### src/design/sor_pkg.sv
package sor_pkg;

  // relaxation factor 1.0 in Q2.14
  localparam logic [15:0]        RELAX_RESET = 16'd16384;
  localparam logic signed [16:0] ONE_Q14     = 17'sd16384;

  // divide by 6 * 16384 = 3 * 2^15, half of it for round to nearest
  localparam logic [53:0] ROUND_HALF = 54'd49152;
  localparam int          DIV_SHIFT  = 15;

  // largest useful shifted magnitude, quotient 2^31 saturates either way
  localparam logic [32:0] T_MAX = 33'h1_8000_0000;

  // reciprocal of 3 scaled by 2^20, exact for operands below 2^19
  localparam logic [18:0] DIV3_RECIP = 19'd349526;

  localparam logic [31:0] Q_POS_MAX = 32'h7FFF_FFFF;

  // stage 1: gathered stencil sum
  typedef struct packed {
    logic signed [34:0] sum;
    logic signed [34:0] six_prev;
    logic signed [31:0] prev;
    logic signed [31:0] center;
    logic               bypass;
  } sor_gather_t;

  // stage 2: weighted products
  typedef struct packed {
    logic signed [51:0] p_stencil;
    logic signed [51:0] p_prev;
    logic signed [31:0] prev;
    logic signed [31:0] center;
    logic               bypass;
  } sor_prod_t;

  // stage 3: blended numerator
  typedef struct packed {
    logic signed [52:0] n;
    logic signed [31:0] prev;
    logic signed [31:0] center;
    logic               bypass;
  } sor_acc_t;

  // stage 4: rounded magnitude shifted by 2^15, still to divide by 3
  typedef struct packed {
    logic [32:0]        t;
    logic               neg;
    logic signed [31:0] prev;
    logic signed [31:0] center;
    logic               bypass;
  } sor_rnd_t;

  // stage 5: upper quotient digits and partial remainder
  typedef struct packed {
    logic [14:0]        qh;
    logic [18:0]        v2;
    logic               neg;
    logic signed [31:0] prev;
    logic signed [31:0] center;
    logic               bypass;
  } sor_hi_t;

  // stage 6: final value and change magnitude
  typedef struct packed {
    logic signed [31:0] result;
    logic [31:0]        mag;
  } sor_fin_t;

  function automatic logic [17:0] div3(input logic [18:0] v);
    logic [37:0] prod;
    prod = 38'(v) * 38'(DIV3_RECIP);
    return prod[37:20];
  endfunction

endpackage

### src/design/sor_gather.sv
module sor_gather
  import sor_pkg::*;
(
  input  logic               clk,
  input  logic               en,
  input  logic signed [31:0] center_value,
  input  logic signed [31:0] previous_value,
  input  logic signed [31:0] x_minus,
  input  logic signed [31:0] x_plus,
  input  logic signed [31:0] y_minus,
  input  logic signed [31:0] y_plus,
  input  logic signed [31:0] z_minus,
  input  logic signed [31:0] z_plus,
  input  logic [5:0]         neighbour_active,
  input  logic               node_active,
  input  logic               node_fixed,
  output sor_gather_t        gather
);

  logic signed [31:0] sel [6];
  sor_gather_t        gather_next;

  // an inactive neighbour mirrors the opposite one on its axis
  always_comb begin
    sel[0] = neighbour_active[0] ? x_minus : x_plus;
    sel[1] = neighbour_active[1] ? x_plus  : x_minus;
    sel[2] = neighbour_active[2] ? y_minus : y_plus;
    sel[3] = neighbour_active[3] ? y_plus  : y_minus;
    sel[4] = neighbour_active[4] ? z_minus : z_plus;
    sel[5] = neighbour_active[5] ? z_plus  : z_minus;
    gather_next.sum = 35'(sel[0]) + 35'(sel[1]) + 35'(sel[2])
                    + 35'(sel[3]) + 35'(sel[4]) + 35'(sel[5]);
    gather_next.six_prev = (35'(previous_value) <<< 2) + (35'(previous_value) <<< 1);
    gather_next.prev     = previous_value;
    gather_next.center   = center_value;
    gather_next.bypass   = !node_active || node_fixed;
  end

  always_ff @(posedge clk) begin
    if (en) begin
      gather <= gather_next;
    end
  end

endmodule

### config.mk
export PLATFORM = sky130hd
export DESIGN_NAME = sor_gather
export DESIGN_NICKNAME = d
export VERILOG_FILES = /design/src/design/sor_pkg.sv /design/src/design/sor_gather.sv
export SDC_FILE = /design/constraint.sdc
export NUM_CORES = 1
export LEC_CHECK = 0
export BUFFER_PORTS_ARGS = -buffer_cell sky130_fd_sc_hd__buf_2
export CAP_MARGIN = 30
export CORE_MARGIN = 3
export CORE_UTILIZATION = 53
export CTS_CLUSTER_SIZE = 40
export DETAILED_ROUTE_END_ITERATION = 12
export PLACE_DENSITY = 0.79
export SETUP_SLACK_MARGIN = 0.4
export SKIP_LAST_GASP = 1
export SYNTH_ARGS = -nofsm -noshare
export SYNTH_HDL_FRONTEND = slang
export SYNTH_SLANG_ARGS = --single-unit
### constraint.sdc
create_clock -name clk -period 6.2 [get_ports clk]
set_clock_uncertainty 0.15 [all_clocks]
set_input_delay 0 -clock clk [delete_from_list [all_inputs] [get_ports clk]]
set_output_delay 0 -clock clk [all_outputs]
set_load 0.02 [all_outputs]
# Word-level counts from Yosys, hierarchy flattened
# Index checks and enable logic that the tools add are counted.
# totals
regBits,135
in_bits,266
output_inout_bits,135
wordCells,19
# classes
add_sub_neg,6
mux,6
reduce_logical,2
# op_table
op,n
$mux 32,6
$add 35x32->35,2
$add 34x32->35,1
$add 34x33->35,1
$add 33x32->34,1
$add 32x32->33,1
$logic_not 1->1,1
$logic_or 1x1->1,1

# Depth between registers and ports, before layout
# logic_depth
depth_word,6
ltp_mapped,19
ltp_nobuf,16

# Worst setup path after synthesis
# Ideal clock, no wire load.
# synth_path
kind,input to register
from,input port neighbour_active[0]
to,register gather[122] (netlist bit) (data pin)
t_arrival_ns,4.385
required_time_ns,5.784
setup_slack_ns,1.398
cell_stages,18
n_path_buf,2
cell_sequence,clkbuf_1 clkbuf_1 mux2_2 fa_1 inv_1 fa_1 fa_1 inv_1 ha_1 fa_1 a21o_1 a31o_1 a21oi_2 a21oi_2 a21boi_4 o21a_1 o21bai_1 xor2_1
# synth_lines
element,line,text
from (decl),sor_gather.sv:14,"input logic [5:0] neighbour_active,"
to (signal assigned),sor_gather.sv:41,gather <= gather_next;
to (decl),sor_gather.sv:17,output sor_gather_t gather

==> reports/qor.yml <==
grt_max_degree: 72
post-synth-top-area-cell: "edfxtp_1"
placeableCoreArea_sq_um: 23100
drtIter0Drc: 666
largest_reg_flops: 132
cp.required_ns: 6.22
drv_slew: 0
clk_pin_slew_ns: 0.07
hold_path_depth: 4
leakagePower_nw: 7.98
num-nets-final: 2052
cts_max_level: 4
ctsResizeCount: 0
final_common_cell: "buf_2"
vias: 10500
cts_root_buffer: "clkbuf_16"
pre_cts_ws_ns: 1.15
clock_path_buffers: 2
dr.pass1.iters: 5
vdd_ir_drop_max_mv: 0.251
crit_arrival_ns: 4.67
wl_um: 37100
max_freq_mhz: 215
synth_edf_count: 132
start_util_pct: 55.0
vias_per_cell: 5.47
power_density_nw_per_um2: 437
hold_viol: 0
synthTopCellsByArea: "edfxtp_1 (31%), fa_1 (21%), mux2i_1 (13%)"
syn-mean-instance-area_sq_um: 11.1
synth-seq-area-share_pct: 31.3
synthArstFlopShare_pct: 0
critPathMaxFanout: 18
fin_crit_sh_pct: 75.0
die_x_um: 161
dp_hpwl_um: 28100
yosysWarnings: 0
worstSetupPathType: "primary input to register"
setup_viol: 0
synth_area_sq_um: 12700
fin_crit_ns: 4.65
relSlewSlack_pct: 36.1
largest_register: "gather"
setup_ws_ns: 1.55
wire_per_inst_um: 19.3
worst_slew_pin_slew_ns: 0.959
cp-start-kind: "primary input"
rsz0062_at_grt: "no"
fill_cells: 1648
syn_nets: 1608
rows: 55
status: "finished clean"
die_area_sq_um: 25800
io_buffers: 399
area_delta_synth_final_pct: 27.9
fin_util_pct: 70.4
grt_usage_pct: 28.2
ios: 401
largestRegisters: "gather (132)"
synth_cell_type_count: 62
hold_path_class: "primary input to register"
syn_inst: 1147
worst_setup_path_end_kind: "register"
cts.sinks: 132
antenna_found_initial: 11
grt_overflow: 0
synth-main-ff-cell: "edfxtp_1"
grt_pass1_wl_um: 57200
layout-drive-gt1-share_pct: 30.3
ys_seq_elements: 132
cts_tree: "yes"
cts_buffers: 17
drc_errors: 0
tns_ns: 0
synth.top_cell.area_share_pct: 31.3
ant_nets: 0
layout_common_cells: "buf_2 (398), inv_1 (207), mux2i_1 (162)"
place.gp.congestion: 0.865
grt_pass1_vias: 10900
chipHeight_um: 161
postCtsSetupRepairBufs: 0
drv_cap: 0
[metrics by stage]
| step | hold WS, ns | power (mW) | area (sq um) | std cells |
|---|---|---|---|---|
| 4_1_cts | 0.0327 | 7.06 | 16200 | 1917 |
| 2_1_floorplan | -0.0511 | 4.84 | 12700 | 1147 |
| 3_3_place_gp | 0.0269 | 5.88 | 14900 | 1818 |
| 3_5_place_dp | 0.0285 | 5.96 | 14900 | 1818 |
| 6_report | 0.0485 | 7.09 | 16200 | 1925 |
| 5_1_grt | 0.0655 | 7.67 | 16200 | 1925 |
[worst max-delay path, stage by stage]
cell and delay (ns):
buf_2 0.43, buf_4 0.47, mux2i_1 0.17, fa_1 0.54, inv_1 0.05, fa_1 0.52
inv_1 0.05, fa_1 0.53, inv_1 0.04, ha_1 0.40, nand2_1 0.08, nor2_1 0.13
nand3_1 0.10, o21ai_1 0.29, a2bb2oi_1 0.34, nand3_1 0.12, and4b_1 0.23, xnor2_1 0.12
[layer usage]
metal / vias up / global-route usage, % / wire length (um)
li1: 4826 / - / -
met1: 5090 / 32.2 / 13600
met2: 498 / 50.5 / 19000
met3: 105 / 6.42 / 2690
met4: 6 / 12.5 / 1690
met5: - / 0 / 31
[final cells by class]
| type | instances | area, sq um | area share (%) |
|---|---|---|---|
| Sequential cell | 132 | 3960 | 24.4 |
| Clock buffer | 17 | 425 | 2.62 |
| Tap cell | 313 | 392 | 2.41 |
| Timing Repair Buffer | 473 | 2740 | 16.9 |
| Clock inverter | 15 | 184 | 1.13 |
| Antenna cell | 8 | 20.0 | 0.123 |
| Inverter | 208 | 781 | 4.81 |
| Multi-Input combinational cell | 759 | 7720 | 47.6 |
[logic make-up after synthesis]
kind of cell	after synthesis	synth area share, %
muxes	192	15.5
DFF	132	31.3
and+or+nand+nor	120	4.47
xor gates and xnor gates	59	4.08
buffers and inverters	256	7.84
AOI/OAI and AO/OA	192	9.87
other	1	0.0296
adders and majority gates	195	27.0
[synth_stat cells (all sizes together) (10+ instances only)]
library cell	count
nand4	14
o21bai	12
inv	208
o21ai	45
edfxtp	132
xnor2	37
nand2	41
a31oi	10
mux2	30
xor2	22
nand3	17
ha	64
fa	131
a21o	24
mux2i	162
clkbuf	25
nor2	26
buf	23
a21oi	73
[final timing paths]
kind / start / to / slack, ns
setup / recovery: neighbour_active[3] / gather[131] / 1.55
hold / removal: y_minus[0] / gather[100] / 0.05
[what timing repair did]
action                     CTS  global route
hold endpoints to repair    75             0
hold buffers                67             0
setup endpoints to repair    0             0
[report_power, final]
part / internal, mW / switching (mW)
Clock: 0.579 / 0.468
Combinational: 1.84 / 2.73
Sequential: 1.41 / 0.0602
No activity file was read; power rests on OpenSTA's default activity.
