## config.mk

```make
export PLATFORM = sky130hd
export DESIGN_NAME = sor_blend
export DESIGN_NICKNAME = d
export VERILOG_FILES = /design/src/design/sor_pkg.sv /design/src/design/sor_blend.sv
export SDC_FILE = /design/constraint.sdc
export NUM_CORES = 2
export LEC_CHECK = 0
export ABC_CLOCK_PERIOD_IN_PS = 29200
export BUFFER_PORTS_ARGS = -buffer_cell sky130_fd_sc_hd__buf_2
export CAP_MARGIN = 10
export CORE_MARGIN = 2
export CORE_UTILIZATION = 40
export DETAILED_ROUTE_END_ITERATION = 10
export PLACE_DENSITY = 0.68
export SLEW_MARGIN = 20
export SYNTH_ARGS = -nofsm -noshare
export SYNTH_HDL_FRONTEND = slang
export SYNTH_SLANG_ARGS = --single-unit
```

## constraint.sdc

```tcl
create_clock -name clk -period 29.2 [get_ports clk]
set_clock_uncertainty 0.1 [all_clocks]
set_input_delay 8.76 -clock clk [delete_from_list [all_inputs] [get_ports clk]]
set_output_delay 8.76 -clock clk [all_outputs]
set_load 0.1 [all_outputs]
```

## src/design/sor_pkg.sv

```systemverilog
package sor_pkg;

  // relaxation factor 1.0 in Q2.14
  localparam logic [15:0]        RELAX_RESET = 16'd16384;
  localparam logic signed [16:0] ONE_Q14     = 17'sd16384;

  // divide by 6 * 16384 = 3 * 2^15, half of it for round to nearest
  localparam logic [53:0] ROUND_HALF = 54'd49152;
  localparam int          DIV_SHIFT  = 15;

  // largest useful shifted magnitude, quotient 2^31 saturates either way
  localparam logic [32:0] T_MAX = 33'h1_8000_0000;

  // reciprocal of 3 scaled by 2^20, exact for operands below 2^19
  localparam logic [18:0] DIV3_RECIP = 19'd349526;

  localparam logic [31:0] Q_POS_MAX = 32'h7FFF_FFFF;

  // stage 1: gathered stencil sum
  typedef struct packed {
    logic signed [34:0] sum;
    logic signed [34:0] six_prev;
    logic signed [31:0] prev;
    logic signed [31:0] center;
    logic               bypass;
  } sor_gather_t;

  // stage 2: weighted products
  typedef struct packed {
    logic signed [51:0] p_stencil;
    logic signed [51:0] p_prev;
    logic signed [31:0] prev;
    logic signed [31:0] center;
    logic               bypass;
  } sor_prod_t;

  // stage 3: blended numerator
  typedef struct packed {
    logic signed [52:0] n;
    logic signed [31:0] prev;
    logic signed [31:0] center;
    logic               bypass;
  } sor_acc_t;

  // stage 4: rounded magnitude shifted by 2^15, still to divide by 3
  typedef struct packed {
    logic [32:0]        t;
    logic               neg;
    logic signed [31:0] prev;
    logic signed [31:0] center;
    logic               bypass;
  } sor_rnd_t;

  // stage 5: upper quotient digits and partial remainder
  typedef struct packed {
    logic [14:0]        qh;
    logic [18:0]        v2;
    logic               neg;
    logic signed [31:0] prev;
    logic signed [31:0] center;
    logic               bypass;
  } sor_hi_t;

  // stage 6: final value and change magnitude
  typedef struct packed {
    logic signed [31:0] result;
    logic [31:0]        mag;
  } sor_fin_t;

  function automatic logic [17:0] div3(input logic [18:0] v);
    logic [37:0] prod;
    prod = 38'(v) * 38'(DIV3_RECIP);
    return prod[37:20];
  endfunction

endpackage

```

## src/design/sor_blend.sv

```systemverilog
module sor_blend
  import sor_pkg::*;
(
  input  logic        clk,
  input  logic [1:0]  en,
  input  logic [15:0] relaxation,
  input  sor_gather_t gather,
  output sor_acc_t    acc
);

  logic signed [16:0] w_s;
  logic signed [16:0] w_c;
  sor_prod_t          prod;

  // weight on the stencil and its complement on the previous value
  assign w_s = $signed({1'b0, relaxation});
  assign w_c = ONE_Q14 - w_s;

  always_ff @(posedge clk) begin
    if (en[0]) begin
      prod.p_stencil <= 52'(w_s) * 52'(gather.sum);
      prod.p_prev    <= 52'(w_c) * 52'(gather.six_prev);
      prod.prev      <= gather.prev;
      prod.center    <= gather.center;
      prod.bypass    <= gather.bypass;
    end
    if (en[1]) begin
      acc.n      <= 53'(prod.p_stencil) + 53'(prod.p_prev);
      acc.prev   <= prod.prev;
      acc.center <= prod.center;
      acc.bypass <= prod.bypass;
    end
  end

endmodule

```

-- After elaboration in Yosys (flattened, before gate mapping)
Index checks and enable logic that the tools add are counted.
- bits in registers: 287
- latch bits: 0
- memory bits (writable): 0
- memory bits (read-only): 0
- output and inout bits: 118
- memories: 0
- $add $sub $neg: 2
- multiply operators: 2
- divide/modulo/power cells: 0
- $lt $le $gt $ge: 0
- eq/ne operators: 0
- shift operators: 0
- mux-type cells: 0
- bitwise logic cells: 0
- reduce and logical (&&, ||, !) cells: 0
- operators with widths (operator ; count):
    $mul A17 B35 Y52 ; 2
    $add A52 B52 Y53 ; 1
    $sub A15 B16 Y17 const A ; 1

-- Longest topological paths before layout
- depth after elaboration: 2
- gate-level depth with buffers: 33
- gate-level depth less buffers: 29

-- Worst setup path before layout
OpenSTA, ideal clock, no wires.
- path kind: input to register
- start point: in relaxation[0]
- end point: reg prod[114] (netlist name) (data pin)
- arrival: 16025 ps
- required time: 28841 ps
- setup slack: 12815 ps
- cell stages on the path: 33
- buffers on the path: 4
- cell sequence: clkbuf_1 clkbuf_1 inv_1 ha_1 inv_1 nor4_1 nand2_1 xor2_1 clkbuf_1 nand2_1 fa_1 inv_1 fa_1 inv_1 fa_1 inv_1 fa_1 fa_1 inv_1 fa_1 inv_1 ha_1 clkbuf_1 a21o_1 a21boi_0 o2bb2ai_1 a211o_1 o2111ai_1 nand3b_1 a21o_1 a21o_1 a41oi_1 xnor2_1
- word-level cells in the longest chain between the ends: 2
- ends and longest elaborated chain (element ; line ; RTL):
    from (decl) ; sor_blend.sv:6 ; input logic [15:0] relaxation,
    $sub A15 B16 Y17 ; sor_blend.sv:17 ; assign w_c = ONE_Q14 - w_s;
    $mul A17 B35 Y52 ; sor_blend.sv:22 ; prod.p_prev <= 52'(w_c) * 52'(gather.six_prev);
    to (decl) ; sor_blend.sv:13 ; sor_prod_t prod;
Every way passes these cells.
A chain may end at the register's enable or synchronous reset.

-- Worst setup path after layout
- start point: in relaxation[4]
- end point: reg prod[111] (netlist name) (data pin)
The elaborated chain is that of the path after synthesis.

==> flow_summary.html <==
<table>
<tr><th>Metric</th><th>Value</th></tr>
<tr><th colspan="2">STA</th></tr>
<tr><td>Share of the clock period used by the worst path after layout</td><td>between 50% and 60%</td></tr>
<tr><td>Fmax achieved</td><td>58.5 MHz</td></tr>
<tr><td>Final setup fails</td><td>0</td></tr>
<tr><td>Transition time at the pin with the least slew margin</td><td>~1.0 ns</td></tr>
<tr><td>Fin Setup TNS</td><td>0 ns</td></tr>
<tr><td>Final max-slew violation count</td><td>0</td></tr>
<tr><td>Hold Fails Final Rpt</td><td>0</td></tr>
<tr><td>RSZ-0062 raised after global routing</td><td>no</td></tr>
<tr><td>Clock period minus worst slack</td><td>between 15 and 20 ns</td></tr>
<tr><td>Worst slew margin relative to its limit</td><td>around a third</td></tr>
<tr><th colspan="2">Yosys</th></tr>
<tr><td>Post-synth top flop</td><td>edfxtp_1</td></tr>
<tr><td>Cell count after synthesis</td><td>~5300</td></tr>
<tr><td>Number of enable flip-flop cells after synthesis</td><td>between 200 and 300</td></tr>
<tr><td>Warnings, synthesis</td><td>0</td></tr>
<tr><td>Share of async-settable or async-resettable flops after synthesis</td><td>0%</td></tr>
<tr><td>Area fraction of the dominant cell type after synthesis</td><td>42.8%</td></tr>
<tr><td>Sequential-to-total area share from yosys stat</td><td>between 10% and 20%</td></tr>
<tr><td>Avg Cell Area, Syn</td><td>9.75 um2</td></tr>
<tr><td>Most area-hungry cell type in the Yosys netlist</td><td>fa_1</td></tr>
<tr><td>Post-Syn Area</td><td>0.0514 mm2</td></tr>
<tr><td>Register bit total from synthesis</td><td>around 290</td></tr>
<tr><td>Ranking of synthesized cells by area</td><td>fa_1, edfxtp_1, inv_1</td></tr>
<tr><td>Mapped Nets</td><td>around 6800</td></tr>
<tr><td>Count of different cell masters after synthesis</td><td>75</td></tr>
<tr><th colspan="2">Finish</th></tr>
<tr><td>Combined area of the multi-input logic cells</td><td>approximately 0.037 mm2</td></tr>
<tr><td>Layout cell share with drive strength beyond 1</td><td>~7.3%</td></tr>
<tr><td>Synth-to-layout area growth</td><td>7.86%</td></tr>
<tr><td>Commonest cells after routing, fill and taps aside</td><td>inv_1, fa_1, nand2_1</td></tr>
<tr><td>Number of nets in the finished design</td><td>about 6900</td></tr>
<tr><td>Most common library cell in the layout ignoring fill and taps</td><td>inv_1</td></tr>
<tr><td>Area of all sequential standard cells</td><td>roughly 0.0086 mm2</td></tr>
<tr><td>Filler instances</td><td>12300</td></tr>
<tr><th colspan="2">Setup path</th></tr>
<tr><td>Worst setup slack for register-to-register paths</td><td>between 20 and 30 ns</td></tr>
<tr><td>Slowest cell on crit path</td><td>or4_1</td></tr>
<tr><td>Family with the most delay on the worst path</td><td>adder cells</td></tr>
<tr><td>CP Capture Type</td><td>register</td></tr>
<tr><td>CP Max Fanout</td><td>38</td></tr>
<tr><td>Total buffers and inverters traversed by the critical path</td><td>7</td></tr>
<tr><td>Crit path kind</td><td>input port to register</td></tr>
<tr><td>Kind of start point of the critical path</td><td>input port</td></tr>
<tr><td>Largest stage delay on the critical path</td><td>0.71 ns</td></tr>
<tr><td>Most repeated library cell on the critical path</td><td>fa_1</td></tr>
<tr><td>Critical path required time</td><td>slightly below 30 ns</td></tr>
<tr><td>Endpoint arrival time on the critical path</td><td>about 17 ns</td></tr>
<tr><th colspan="2">Drt</th></tr>
<tr><td>Aggregate routed wire length</td><td>127000 um</td></tr>
<tr><td>First-pass iteration count of the detailed router</td><td>6</td></tr>
<tr><td>Number of nets still failing antenna checks after routing</td><td>0</td></tr>
<tr><td>Post-DR wirelength/cell</td><td>approximately 18 um</td></tr>
<tr><td>Total via count after detailed routing</td><td>36100</td></tr>
<tr><td>Drt initial violations</td><td>between 2000 and 3000</td></tr>
<tr><td>Drt via density</td><td>slightly above 5</td></tr>
<tr><td>Post-detailed-route DRC marker count</td><td>0</td></tr>
<tr><th colspan="2">CTS</th></tr>
<tr><td>Clock slew at the register clock pins of the worst setup and hold paths</td><td>~0.060 ns</td></tr>
<tr><td>Clk sink count</td><td>about 290</td></tr>
<tr><td>Buffer levels on the longest clock path</td><td>3</td></tr>
<tr><td>Clock latency on the worst-skew pair</td><td>approximately 0.56 ns</td></tr>
<tr><td>Setup fix buffers added after clock tree synthesis</td><td>0</td></tr>
<tr><td>Count of H-tree levels built during CTS</td><td>2</td></tr>
<tr><td>Clock tree from TritonCTS</td><td>yes</td></tr>
<tr><td>Root Driver</td><td>clkbuf_16</td></tr>
<tr><td>Post-cts resize count</td><td>0</td></tr>
<tr><td>Number of hold buffers added after cts</td><td>0</td></tr>
<tr><td>Cts bufs inserted</td><td>34</td></tr>
<tr><th colspan="2">Floorplanning</th></tr>
<tr><td># rows</td><td>between 100 and 150</td></tr>
<tr><td>Number of top-level design ports</td><td>approximately 270</td></tr>
<tr><td>Floorplan core area</td><td>0.128 mm2</td></tr>
<tr><td>Initial core utilization</td><td>about two fifths</td></tr>
<tr><td>Horizontal extent of the die</td><td>between 300 and 400 um</td></tr>
<tr><td>Total die area</td><td>between 0.1 and 0.15 mm2</td></tr>
<tr><td>DIE HEIGHT</td><td>between 300 and 400 um</td></tr>
<tr><th colspan="2">Place</th></tr>
<tr><td>Port buffer count</td><td>271</td></tr>
<tr><td>DPL Wire Length</td><td>roughly 100000 um</td></tr>
<tr><td>Weighted congestion reported at the end of routability-driven placement</td><td>0.880</td></tr>
<tr><th colspan="2">Global route</th></tr>
<tr><td>Total routing resource utilization after global routing</td><td>between 20 and 25%</td></tr>
<tr><td>Pin count of the biggest net entering global routing</td><td>93</td></tr>
<tr><td>Overall overflow remaining after global route</td><td>0</td></tr>
<tr><td>Number of global-route vias before repair</td><td>slightly below 40000</td></tr>
<tr><td>Number of antenna violations at the first check in global routing</td><td>9</td></tr>
<tr><td>Global-route wire length before repair</td><td>~210000 um</td></tr>
<tr><th colspan="2">Worst hold path</th></tr>
<tr><td>Worst hold-check path type</td><td>register to register</td></tr>
<tr><th colspan="2">Run</th></tr>
<tr><td># Max-Cap Violations</td><td>0</td></tr>
<tr><th colspan="2">Outcome</th></tr>
<tr><td>Status</td><td>finished clean</td></tr>
</table>
cell usage after synthesis (6+ instances only):
master / instances
and3_1: 9
o21ai_0: 59
nand2b_1: 14
ha_1: 297
a21oi_1: 144
nand3b_1: 6
nand4_1: 26
and2_1: 386
o211ai_1: 9
nand2_1: 799
or2_2: 12
nor2b_1: 50
fa_1: 1098
a211o_1: 6
a21boi_0: 6
nor2_1: 118
inv_1: 1257
o21bai_1: 17
a211oi_1: 6
o31ai_1: 6
a21o_1: 84
a31oi_1: 17
nand3_1: 23
xnor2_1: 113
nor3_1: 26
a41oi_1: 6
buf_1: 18
clkbuf_1: 195
o21ai_1: 16
xor2_1: 53
o21a_1: 22
edfxtp_1: 287
nor4_1: 7
stage by stage:
| step | cells | hold WS [ns] | setup WS, ns | area, um2 | util (%) |
|---|---|---|---|---|---|
| final | 7079 | 0.318 | 12.12 | 55400 | 43.5 |
| after global routing | 7078 | 0.323 | 11.55 | 55400 | 43.5 |
| after CTS | 7076 | 0.318 | 12.23 | 55400 | 43.4 |
| after detailed placement | 7014 | 0.305 | 11.68 | 54300 | 42.6 |
| after global placement | 7014 | 0.301 | 11.74 | 54300 | 42.6 |
| after floorplan | 5272 | 0.300 | 12.82 | 51400 | - |
state kept, by name (all words and copies together) (netlist names):
| signal | cells |
|---|---|
| acc | 118 |
| prod | 169 |
routing by layer:
metal / track usage [%] / wire length [um] / up-vias
met5: 0 / 13 / -
met4: 4.65 / 3020 / 2
met3: 3.60 / 9590 / 171
met2: 34.7 / 62800 / 1175
met1: 26.1 / 51600 / 18700
li1: - / - / 16000
worst paths after layout:
check                            from  cells after the start                  end
hold / removal      prod[6]$_DFFE_PP_                      0     acc[6]$_DFFE_PP_
setup reg to reg  prod[129]$_DFFE_PP_                     10   acc[100]$_DFFE_PP_
setup / recovery        relaxation[4]                     26  prod[111]$_DFFE_PP_
hold reg to reg     prod[6]$_DFFE_PP_                      0     acc[6]$_DFFE_PP_
area by class of cell:
class                           count  area share (%)
Tap cell                         1662            3.75
Antenna cell                        3          0.0135
Multi-Input combinational cell   3511            67.4
Clock buffer                       40            1.58
Inverter                         1257            8.51
Clock inverter                     22           0.406
Timing Repair Buffer              297            2.82
Sequential cell                   287            15.6
kinds of logic (layout without fill, tap and decap cells):
logic type                 Yosys count  count (layout)  synth area share (%)
AOI/OAI and AO/OA                  453             453                  5.86
xor gates and xnor gates           166             166                  2.83
adders and majority gates         1395            1395                  50.0
buffers and inverters             1474            1616                  10.8
DFF                                287             287                  16.8
muxes                                2               2                0.0390
other                                0               3                     0
and+or+nand+nor                   1495            1495                  13.7
worst reg2reg max path: stages (launching register included):
cell and delay (ns):
edfxtp_1 0.41, ha_1 0.45, nand4_1 0.11, or2_1 0.27
o32ai_1 0.56, a311oi_2 0.25, o21ai_2 0.47, a31oi_4 0.20
o21ai_0 0.40, nand2_1 0.13, xnor2_1 0.46
Power is not shown: default switching activity piles up to over one toggle a cycle in this logic, so the estimate is an artifact.
