**config.mk**
```make
export PLATFORM = sky130hd
export DESIGN_NAME = sor_round
export DESIGN_NICKNAME = d
export VERILOG_FILES = /design/src/design/sor_pkg.sv /design/src/design/sor_round.sv
export SDC_FILE = /design/constraint.sdc
export NUM_CORES = 1
export LEC_CHECK = 0
export BUFFER_PORTS_ARGS = -buffer_cell sky130_fd_sc_hd__buf_2
export CELL_PAD_IN_SITES_DETAIL_PLACEMENT = 0
export CELL_PAD_IN_SITES_GLOBAL_PLACEMENT = 1
export CORE_MARGIN = 2
export CORE_UTILIZATION = 45
export DETAILED_ROUTE_END_ITERATION = 7
export GPL_ROUTABILITY_DRIVEN = 0
export GPL_TIMING_DRIVEN = 0
export PLACE_DENSITY_LB_ADDON = 0.1
export SYNTH_ARGS = -nofsm -noshare
export SYNTH_HDL_FRONTEND = slang
export SYNTH_SLANG_ARGS = --single-unit
```
**constraint.sdc**
```tcl
create_clock -name clk -period 9.06 [get_ports clk]
set_input_delay 0.453 -clock clk [delete_from_list [all_inputs] [get_ports clk]]
set_output_delay 0.453 -clock clk [all_outputs]
set_load 0.01 [all_outputs]
```
**src/design/sor_pkg.sv**
```systemverilog
package sor_pkg;

  // relaxation factor 1.0 in Q2.14
  localparam logic [15:0]        RELAX_RESET = 16'd16384;
  localparam logic signed [16:0] ONE_Q14     = 17'sd16384;

  // divide by 6 * 16384 = 3 * 2^15, half of it for round to nearest
  localparam logic [53:0] ROUND_HALF = 54'd49152;
  localparam int          DIV_SHIFT  = 15;

  // largest useful shifted magnitude, quotient 2^31 saturates either way
  localparam logic [32:0] T_MAX = 33'h1_8000_0000;

  // reciprocal of 3 scaled by 2^20, exact for operands below 2^19
  localparam logic [18:0] DIV3_RECIP = 19'd349526;

  localparam logic [31:0] Q_POS_MAX = 32'h7FFF_FFFF;

  // stage 1: gathered stencil sum
  typedef struct packed {
    logic signed [34:0] sum;
    logic signed [34:0] six_prev;
    logic signed [31:0] prev;
    logic signed [31:0] center;
    logic               bypass;
  } sor_gather_t;

  // stage 2: weighted products
  typedef struct packed {
    logic signed [51:0] p_stencil;
    logic signed [51:0] p_prev;
    logic signed [31:0] prev;
    logic signed [31:0] center;
    logic               bypass;
  } sor_prod_t;

  // stage 3: blended numerator
  typedef struct packed {
    logic signed [52:0] n;
    logic signed [31:0] prev;
    logic signed [31:0] center;
    logic               bypass;
  } sor_acc_t;

  // stage 4: rounded magnitude shifted by 2^15, still to divide by 3
  typedef struct packed {
    logic [32:0]        t;
    logic               neg;
    logic signed [31:0] prev;
    logic signed [31:0] center;
    logic               bypass;
  } sor_rnd_t;

  // stage 5: upper quotient digits and partial remainder
  typedef struct packed {
    logic [14:0]        qh;
    logic [18:0]        v2;
    logic               neg;
    logic signed [31:0] prev;
    logic signed [31:0] center;
    logic               bypass;
  } sor_hi_t;

  // stage 6: final value and change magnitude
  typedef struct packed {
    logic signed [31:0] result;
    logic [31:0]        mag;
  } sor_fin_t;

  function automatic logic [17:0] div3(input logic [18:0] v);
    logic [37:0] prod;
    prod = 38'(v) * 38'(DIV3_RECIP);
    return prod[37:20];
  endfunction

endpackage

```
**src/design/sor_round.sv**
```systemverilog
module sor_round
  import sor_pkg::*;
(
  input  logic       clk,
  input  logic [2:0] en,
  input  sor_acc_t   acc,
  output sor_fin_t   fin
);

  logic [52:0]        mag;
  logic [53:0]        rounded;
  logic [38:0]        shifted;
  sor_rnd_t           rnd;
  logic [15:0]        th;
  logic [17:0]        qh_full;
  logic [15:0]        rem;
  sor_hi_t            hi;
  logic [17:0]        ql_full;
  logic [31:0]        q;
  logic signed [31:0] quot;
  logic signed [31:0] result;
  logic signed [32:0] diff;
  logic [32:0]        diff_mag;

  // magnitude plus half divisor, then the power of two part of the divisor
  always_comb begin
    mag     = acc.n[52] ? 53'(-acc.n) : 53'(acc.n);
    rounded = 54'(mag) + ROUND_HALF;
    shifted = rounded[53:DIV_SHIFT];
  end

  // divide by 3 in two digit groups, upper 16 bits first
  always_comb begin
    th      = rnd.t[32:17];
    qh_full = div3({3'b000, th});
    rem     = th - (16'(qh_full[14:0]) << 1) - 16'(qh_full[14:0]);
  end

  always_comb begin
    ql_full = div3(hi.v2);
    q       = {hi.qh, 17'b0} + 32'(ql_full[16:0]);
    if (hi.neg) begin
      quot = $signed(32'd0 - q);
    end else if (q > Q_POS_MAX) begin
      quot = $signed(Q_POS_MAX);
    end else begin
      quot = $signed(q);
    end
    result   = hi.bypass ? hi.center : quot;
    diff     = 33'(result) - 33'(hi.prev);
    diff_mag = diff[32] ? 33'(-diff) : 33'(diff);
  end

  always_ff @(posedge clk) begin
    if (en[0]) begin
      rnd.t      <= (shifted > 39'(T_MAX)) ? T_MAX : shifted[32:0];
      rnd.neg    <= acc.n[52];
      rnd.prev   <= acc.prev;
      rnd.center <= acc.center;
      rnd.bypass <= acc.bypass;
    end
    if (en[1]) begin
      hi.qh     <= qh_full[14:0];
      hi.v2     <= {rem[1:0], rnd.t[16:0]};
      hi.neg    <= rnd.neg;
      hi.prev   <= rnd.prev;
      hi.center <= rnd.center;
      hi.bypass <= rnd.bypass;
    end
    if (en[2]) begin
      fin.result <= result;
      fin.mag    <= diff_mag[31:0];
    end
  end

endmodule

```
# == Word level (Yosys, flattened, before mapping) ==
# Index checks and enable logic that the tools add are counted.
# classes
addsub,8
n_mul,2
div,0
n_lt_le_gt_ge,2
n_eq_ne,0
n_shift,0
muxes,5
bitwise,0
reduce_logical,0
# op_table
cell,n
$mux W32,4
$add A53 B16 Y54 const B,1
$mux W53,1
$neg A53 Y53,1
$gt A39 B33 Y1 const B,1
$mul A19 B18 Y36 const B,1
$mul A16 B18 Y34 const B,1
$sub A32 B32 Y33,1
$add A32 B17 Y32,1
$gt A32 B31 Y1 const B,1
$neg A32 Y32,1
$sub A1 B32 Y32 const A,1
$sub A2 B2 Y2,2
# totals
ff_bits,263
latchBits,0
ram_bits,0
romBits,0
input_bits,122
output_inout_bits,64
word_cells,30
memories,0

# == Depth between registers and ports, before layout ==
# logic_depth
depth_word,9
mapped_depth,40
depth_no_buf,38

# == Least setup slack after synthesis ==
# No wires, ideal clock.
# synth_path
path_type,reg-to-reg
from,register hi[70] (netlist name)
to,register fin[31] (netlist name) (data pin)
setup_ps,260
t_arrival_ps,9542
required_time_ps,8800
slack_ps,-743
stages_incl_launch_ff,38
path_buffers,2
period_less_slack_ps,9803
path_cell_list,edfxtp_1 -> ha_1 -> fa_1 -> inv_1 -> fa_1 -> inv_1 -> fa_1 -> inv_1 -> fa_1 -> fa_1 -> inv_1 -> ha_1 -> clkbuf_1 -> a21o_1 -> nor4_1 -> o221ai_1 -> nand2_1 -> xor2_1 -> (+2 left out) -> nand2_1 -> xor2_1 -> o22ai_1 -> o21ai_0 -> ha_1 -> clkbuf_1 -> a21o_1 -> a21oi_1 -> o32ai_1 -> or4_1 -> and2_0 -> a211o_1 -> or3_1 -> or4b_1 -> nor3_1 -> and3_1 -> a31oi_1 -> xnor2_1
# synth_via
elab_chain_cells,9
word_cells_on_any_way,10
cone_classes,4 x add/sub; 1 x mul; 1 x order compare; 4 x mux
# synth_lines
item,line_no,text
"start, declared",sor_round.sv:17,sor_hi_t hi;
$mul A19 B18 Y36 (*),sor_pkg.sv:72,prod = 38'(v) * 38'(DIV3_RECIP);
$add A32 B17 Y32 (*),sor_round.sv:41,"q = {hi.qh, 17'b0} + 32'(ql_full[16:0]);"
$gt A32 B31 Y1,sor_round.sv:44,end else if (q > Q_POS_MAX) begin
$mux W32,sor_round.sv:44,
$mux W32 (*),sor_round.sv:42,if (hi.neg) begin
$mux W32 (*),sor_round.sv:49,result = hi.bypass ? hi.center : quot;
named net result[9],sor_round.sv:21,logic signed [31:0] result;
$sub A32 B32 Y33 (*),sor_round.sv:50,diff = 33'(result) - 33'(hi.prev);
$neg A32 Y32,sor_round.sv:51,diff_mag = diff[32] ? 33'(-diff) : 33'(diff);
$mux W32 (*),sor_round.sv:51,
named net diff_mag[31],sor_round.sv:23,logic [32:0] diff_mag;
"end, declared",sor_round.sv:7,output sor_fin_t fin
# The timed path passes the listed nets; every way through them passes the cells marked *.
# A chain may end at the register's enable or synchronous reset.

# == Final worst setup path ==
# layout_path
from,register hi[71] (netlist name)
to,register fin[13] (netlist name) (data pin)
# layout_via
word_cells_on_any_way,10
cone_classes,4 x add/sub; 1 x mul; 1 x order compare; 4 x mux
# layout_rtl
item,line_no
$mul A19 B18 Y36 (*),sor_pkg.sv:72
$add A32 B17 Y32 (*),sor_round.sv:41
$gt A32 B31 Y1,sor_round.sv:44
$mux W32,sor_round.sv:44
$mux W32 (*),sor_round.sv:42
$mux W32 (*),sor_round.sv:49
named net result[25],sor_round.sv:21
$sub A32 B32 Y33 (*),sor_round.sv:50
$mux W32 (*),sor_round.sv:51
named net diff_mag[13],sor_round.sv:23
# Marked as above.

==> run_summary.xml <==
<?xml version="1.0" encoding="UTF-8"?>
<metrics>
  <group name="outcome">
    <metric name="status" unit="">finished, violations left</metric>
    <metric name="failed_checks" unit="">setup timing</metric>
  </group>
  <group name="timing">
    <metric name="hold_violation_total_from_the_final_report" unit="">0</metric>
    <metric name="post-route-worst-setup-slack" unit="ns">-0.762</metric>
    <metric name="setup_viol_count_final" unit="">31</metric>
    <metric name="maxSlewHeadroom" unit="">0.340</metric>
    <metric name="worst-slew-pin-transition" unit="ns">0.986</metric>
    <metric name="achievable-frequency" unit="MHz">102</metric>
    <metric name="clock_skew" unit="ns">0.0163</metric>
    <metric name="post-route-period-util" unit="">1.08</metric>
    <metric name="rsz0062_at_grt" unit="">yes</metric>
    <metric name="period_needed" unit="ns">9.82</metric>
    <metric name="finalSetupTns" unit="ns">-20.99</metric>
    <metric name="final-max-slew-violation-count" unit="">0</metric>
  </group>
  <group name="die">
    <metric name="placementRows" unit="">86</metric>
    <metric name="placeableCoreArea" unit="um2">54900</metric>
    <metric name="start_util" unit="">0.453</metric>
    <metric name="die_extent_in_x" unit="um">239</metric>
    <metric name="die-height" unit="um">239</metric>
    <metric name="design.portCount" unit="">186</metric>
    <metric name="fp.dieArea" unit="um2">57200</metric>
  </group>
  <group name="layout">
    <metric name="total_number_of_nets_in_the_final_design" unit="">3335</metric>
    <metric name="final_layout_size_suffix_gt1_frac" unit="">0.210</metric>
    <metric name="multiInputGateArea" unit="um2">16500</metric>
    <metric name="diodes" unit="">0</metric>
    <metric name="fillers" unit="">4938</metric>
    <metric name="regArea" unit="um2">7900</metric>
    <metric name="flow.area_growth_from_synthesis" unit="%">20.4</metric>
  </group>
  <group name="detailed_routing">
    <metric name="routed-wl-met3" unit="mm">2.73</metric>
    <metric name="routed_wl" unit="mm">64.5</metric>
    <metric name="drcViolationCount" unit="">0</metric>
    <metric name="route.top_layer_used" unit="">met4</metric>
    <metric name="post_drt_wl_per_cell" unit="um">18.8</metric>
    <metric name="dr_wl_met2" unit="mm">31.2</metric>
    <metric name="drt_pass1_iterations" unit="">6</metric>
    <metric name="drtIter0Drc" unit="">1110</metric>
    <metric name="vias_per_cell" unit="">5.41</metric>
    <metric name="wl_met1" unit="mm">29.4</metric>
    <metric name="vias" unit="">18600</metric>
    <metric name="ant_nets" unit="">0</metric>
  </group>
  <group name="worst_setup_path">
    <metric name="crit_fanout" unit="">7</metric>
    <metric name="crit_path_start" unit="">hi[71]</metric>
    <metric name="timing.critical_path.required" unit="ns">9.38</metric>
    <metric name="cpMostUsedCell" unit="">sky130_fd_sc_hd__inv_2</metric>
    <metric name="endpoint" unit="">fin[13]</metric>
    <metric name="crit-reg2reg-capture" unit="">fin[13]</metric>
    <metric name="worst_ep_arrival_time" unit="ns">10.14</metric>
    <metric name="worst_path_largest_cell_delay" unit="ns">0.57</metric>
    <metric name="crit_path_top_delay_cell" unit="">sky130_fd_sc_hd__fa_2</metric>
    <metric name="rr_worst_depth" unit="">36</metric>
    <metric name="crit-reg2reg-launch" unit="">hi[71]</metric>
    <metric name="timing.reg2reg.setup_slack" unit="ns">-0.76</metric>
    <metric name="timing.critical_path.to_type" unit="">flip-flop</metric>
    <metric name="worstSetupPathType" unit="">flip-flop to flip-flop</metric>
    <metric name="setup.worst_path.start_class" unit="">flip-flop</metric>
  </group>
  <group name="clock_tree">
    <metric name="worst_setup_hold_path_clk_slew" unit="ns">0.06</metric>
    <metric name="clock_insertion_delay_worst_skew" unit="ns">0.57</metric>
    <metric name="cts_tree" unit="">built</metric>
    <metric name="cts_buffer_depth" unit="">3</metric>
    <metric name="cts-root-buf" unit="">sky130_fd_sc_hd__clkbuf_16</metric>
    <metric name="cts_max_level" unit="">1</metric>
    <metric name="cts-buffers-inserted" unit="">29</metric>
    <metric name="ctsHoldBuffers" unit="">0</metric>
    <metric name="tritoncts_sink_count" unit="">263</metric>
  </group>
  <group name="synthesis">
    <metric name="yosys-mux-area-fraction" unit="">0.00528</metric>
    <metric name="post_synthesis_sequential_element_count" unit="">263</metric>
    <metric name="share_of_synthesized_cell_area_in_full_adder_half_adder_and_majority_cells" unit="">0.309</metric>
    <metric name="syn_area_per_cell" unit="um2">10.4</metric>
    <metric name="main_combinational_cell_family_by_area_after_synthesis" unit="">adder cells</metric>
    <metric name="synth_area_leaders" unit="">sky130_fd_sc_hd__edfxtp_1 (32%), sky130_fd_sc_hd__ha_1 (16%), sky130_fd_sc_hd__fa_1 (15%), sky130_fd_sc_hd__inv_1 (6.1%), sky130_fd_sc_hd__xnor2_1 (3.6%)</metric>
    <metric name="synth-simple-area-share" unit="">0.113</metric>
    <metric name="synth_compound_area_frac" unit="">0.124</metric>
    <metric name="synth_area" unit="um2">24900</metric>
    <metric name="number_of_enable_type_register_cells_in_the_synthesized_netlist" unit="">263</metric>
    <metric name="yosys.area_share.xor_xnor" unit="">0.0606</metric>
    <metric name="yosysWarnings" unit="">0</metric>
    <metric name="synth_cell_type_count" unit="">85</metric>
    <metric name="synthesis.instances" unit="">2398</metric>
    <metric name="synth_top_area_frac" unit="">0.317</metric>
    <metric name="yosys.area.top_type" unit="">sky130_fd_sc_hd__edfxtp_1</metric>
    <metric name="synth_async_sr_flop_share" unit="">0</metric>
    <metric name="ys.flop_type" unit="">sky130_fd_sc_hd__edfxtp_1</metric>
    <metric name="synth_nets" unit="">3021</metric>
    <metric name="synth.cells.most_frequent" unit="">sky130_fd_sc_hd__inv_1 (405), sky130_fd_sc_hd__ha_1 (313), sky130_fd_sc_hd__edfxtp_1 (263), sky130_fd_sc_hd__fa_1 (188), sky130_fd_sc_hd__nor2_1 (117)</metric>
    <metric name="yosysMostFrequentCell" unit="">sky130_fd_sc_hd__inv_1</metric>
    <metric name="ys_seq_area_frac" unit="">0.317</metric>
  </group>
  <group name="grt">
    <metric name="globalRoute.totalOverflow" unit="">0</metric>
    <metric name="grt_usage" unit="">0.230</metric>
    <metric name="grt_first_pass_wirelength" unit="mm">104</metric>
    <metric name="first_global_vias" unit="">19300</metric>
    <metric name="largest_net_degree_at_the_start_of_global_routing" unit="">64</metric>
    <metric name="grt_antenna_before_repair" unit="">0</metric>
  </group>
  <group name="hold_path">
    <metric name="holdCritPathClass" unit="">primary input to flip-flop</metric>
    <metric name="worstHoldPathCells" unit="">1</metric>
  </group>
  <group name="flow_run">
    <metric name="cap_violations" unit="">0</metric>
  </group>
  <group name="placed_design">
    <metric name="post-place-ws" unit="ns">-2.72</metric>
    <metric name="hpwl" unit="mm">51.2</metric>
    <metric name="port_buffers" unit="">175</metric>
  </group>
</metrics>
[state kept, by name (all words and copies together), names as in the netlist]
signal / flops
fin: 64
rnd: 99
hi: 100
[logic make-up after synthesis]
| kind of cell | Yosys count |
|---|---|
| AO/OA/AOI/OAI | 456 |
| XOR/XNOR | 172 |
| adder cells (fa/ha/maj) | 501 |
| buffers and inverters | 469 |
| flip-flops | 263 |
| multiplexers | 13 |
| AND/OR/NAND/NOR | 524 |
[metrics by stage]
stage,utilization,instance area (um2),cells,hold slack (ns)
after global placement,0.491,26900,3277,0.401
after detailed placement,0.492,27000,3280,0.405
after CTS,0.537,29500,3418,0.0275
after floorplan,-,25200,2398,0.400
after global routing,0.546,30000,3439,0.0310
final,0.546,30000,3439,0.0526
[worst max-delay path, delay by kind of cell (launching register included)]
family / cells / cell delay, ns
compound gates: 9 / 2.37
xor+xnor: 2 / 0.25
fa+ha+maj: 8 / 3.66
buf+inv: 9 / 0.90
flops: 1 / 0.52
simple gates: 8 / 1.82
[layout by cell type, fill, tap and decap left out, drive strengths merged, types with 16 or more instances in the layout]
cell type,n
buf,306
ha,313
nand2,102
fa,188
or3,27
clkbuf,76
nand4,35
a31oi,17
o21a,16
and3,29
xor2,69
o22ai,16
edfxtp,263
nor2,117
a21oi,95
xnor2,103
nor4,23
nand2b,17
nor2b,26
inv,409
a21o,63
nor3,43
o21ai,90
nand3,37
o31ai,28
[worst min path at each step]
stage / from / slack (ns) / to
floorplan: rnd[0] / 0.40 / hi[0]
global placement: rnd[67] / 0.40 / hi[67]
detailed placement: rnd[25] / 0.40 / hi[25]
CTS: acc[63] / 0.03 / rnd[63]
global route: acc[63] / 0.03 / rnd[63]
finish: acc[63] / 0.05 / rnd[63]
[cell type report]
cell class / count / area share
multi-input cells: 1666 / 0.552
flip-flops and latches: 263 / 0.264
repair buffers: 292 / 0.0621
inverters: 405 / 0.0507
well taps: 704 / 0.0294
clock buffers: 35 / 0.0250
plain buffers: 55 / 0.00998
clock inverters: 19 / 0.00710
[metal layers]
metal / track usage / vias to the layer above
met4: 0.0500 / 0
met3: 0.0230 / 77
li1: - / 9055
met2: 0.395 / 441
met1: 0.315 / 9037
met5: 0 / -
[what timing repair did]
item                                    4_1_cts  5_1_grt
pin swaps                                    77       57
resized for setup                           180       73
gates cloned                                  1        0
endpoints found under the setup margin       31       31
buffers inserted                             91       22
Power is not shown: default switching activity piles up to over one toggle a cycle in this logic, so the estimate is an artifact.
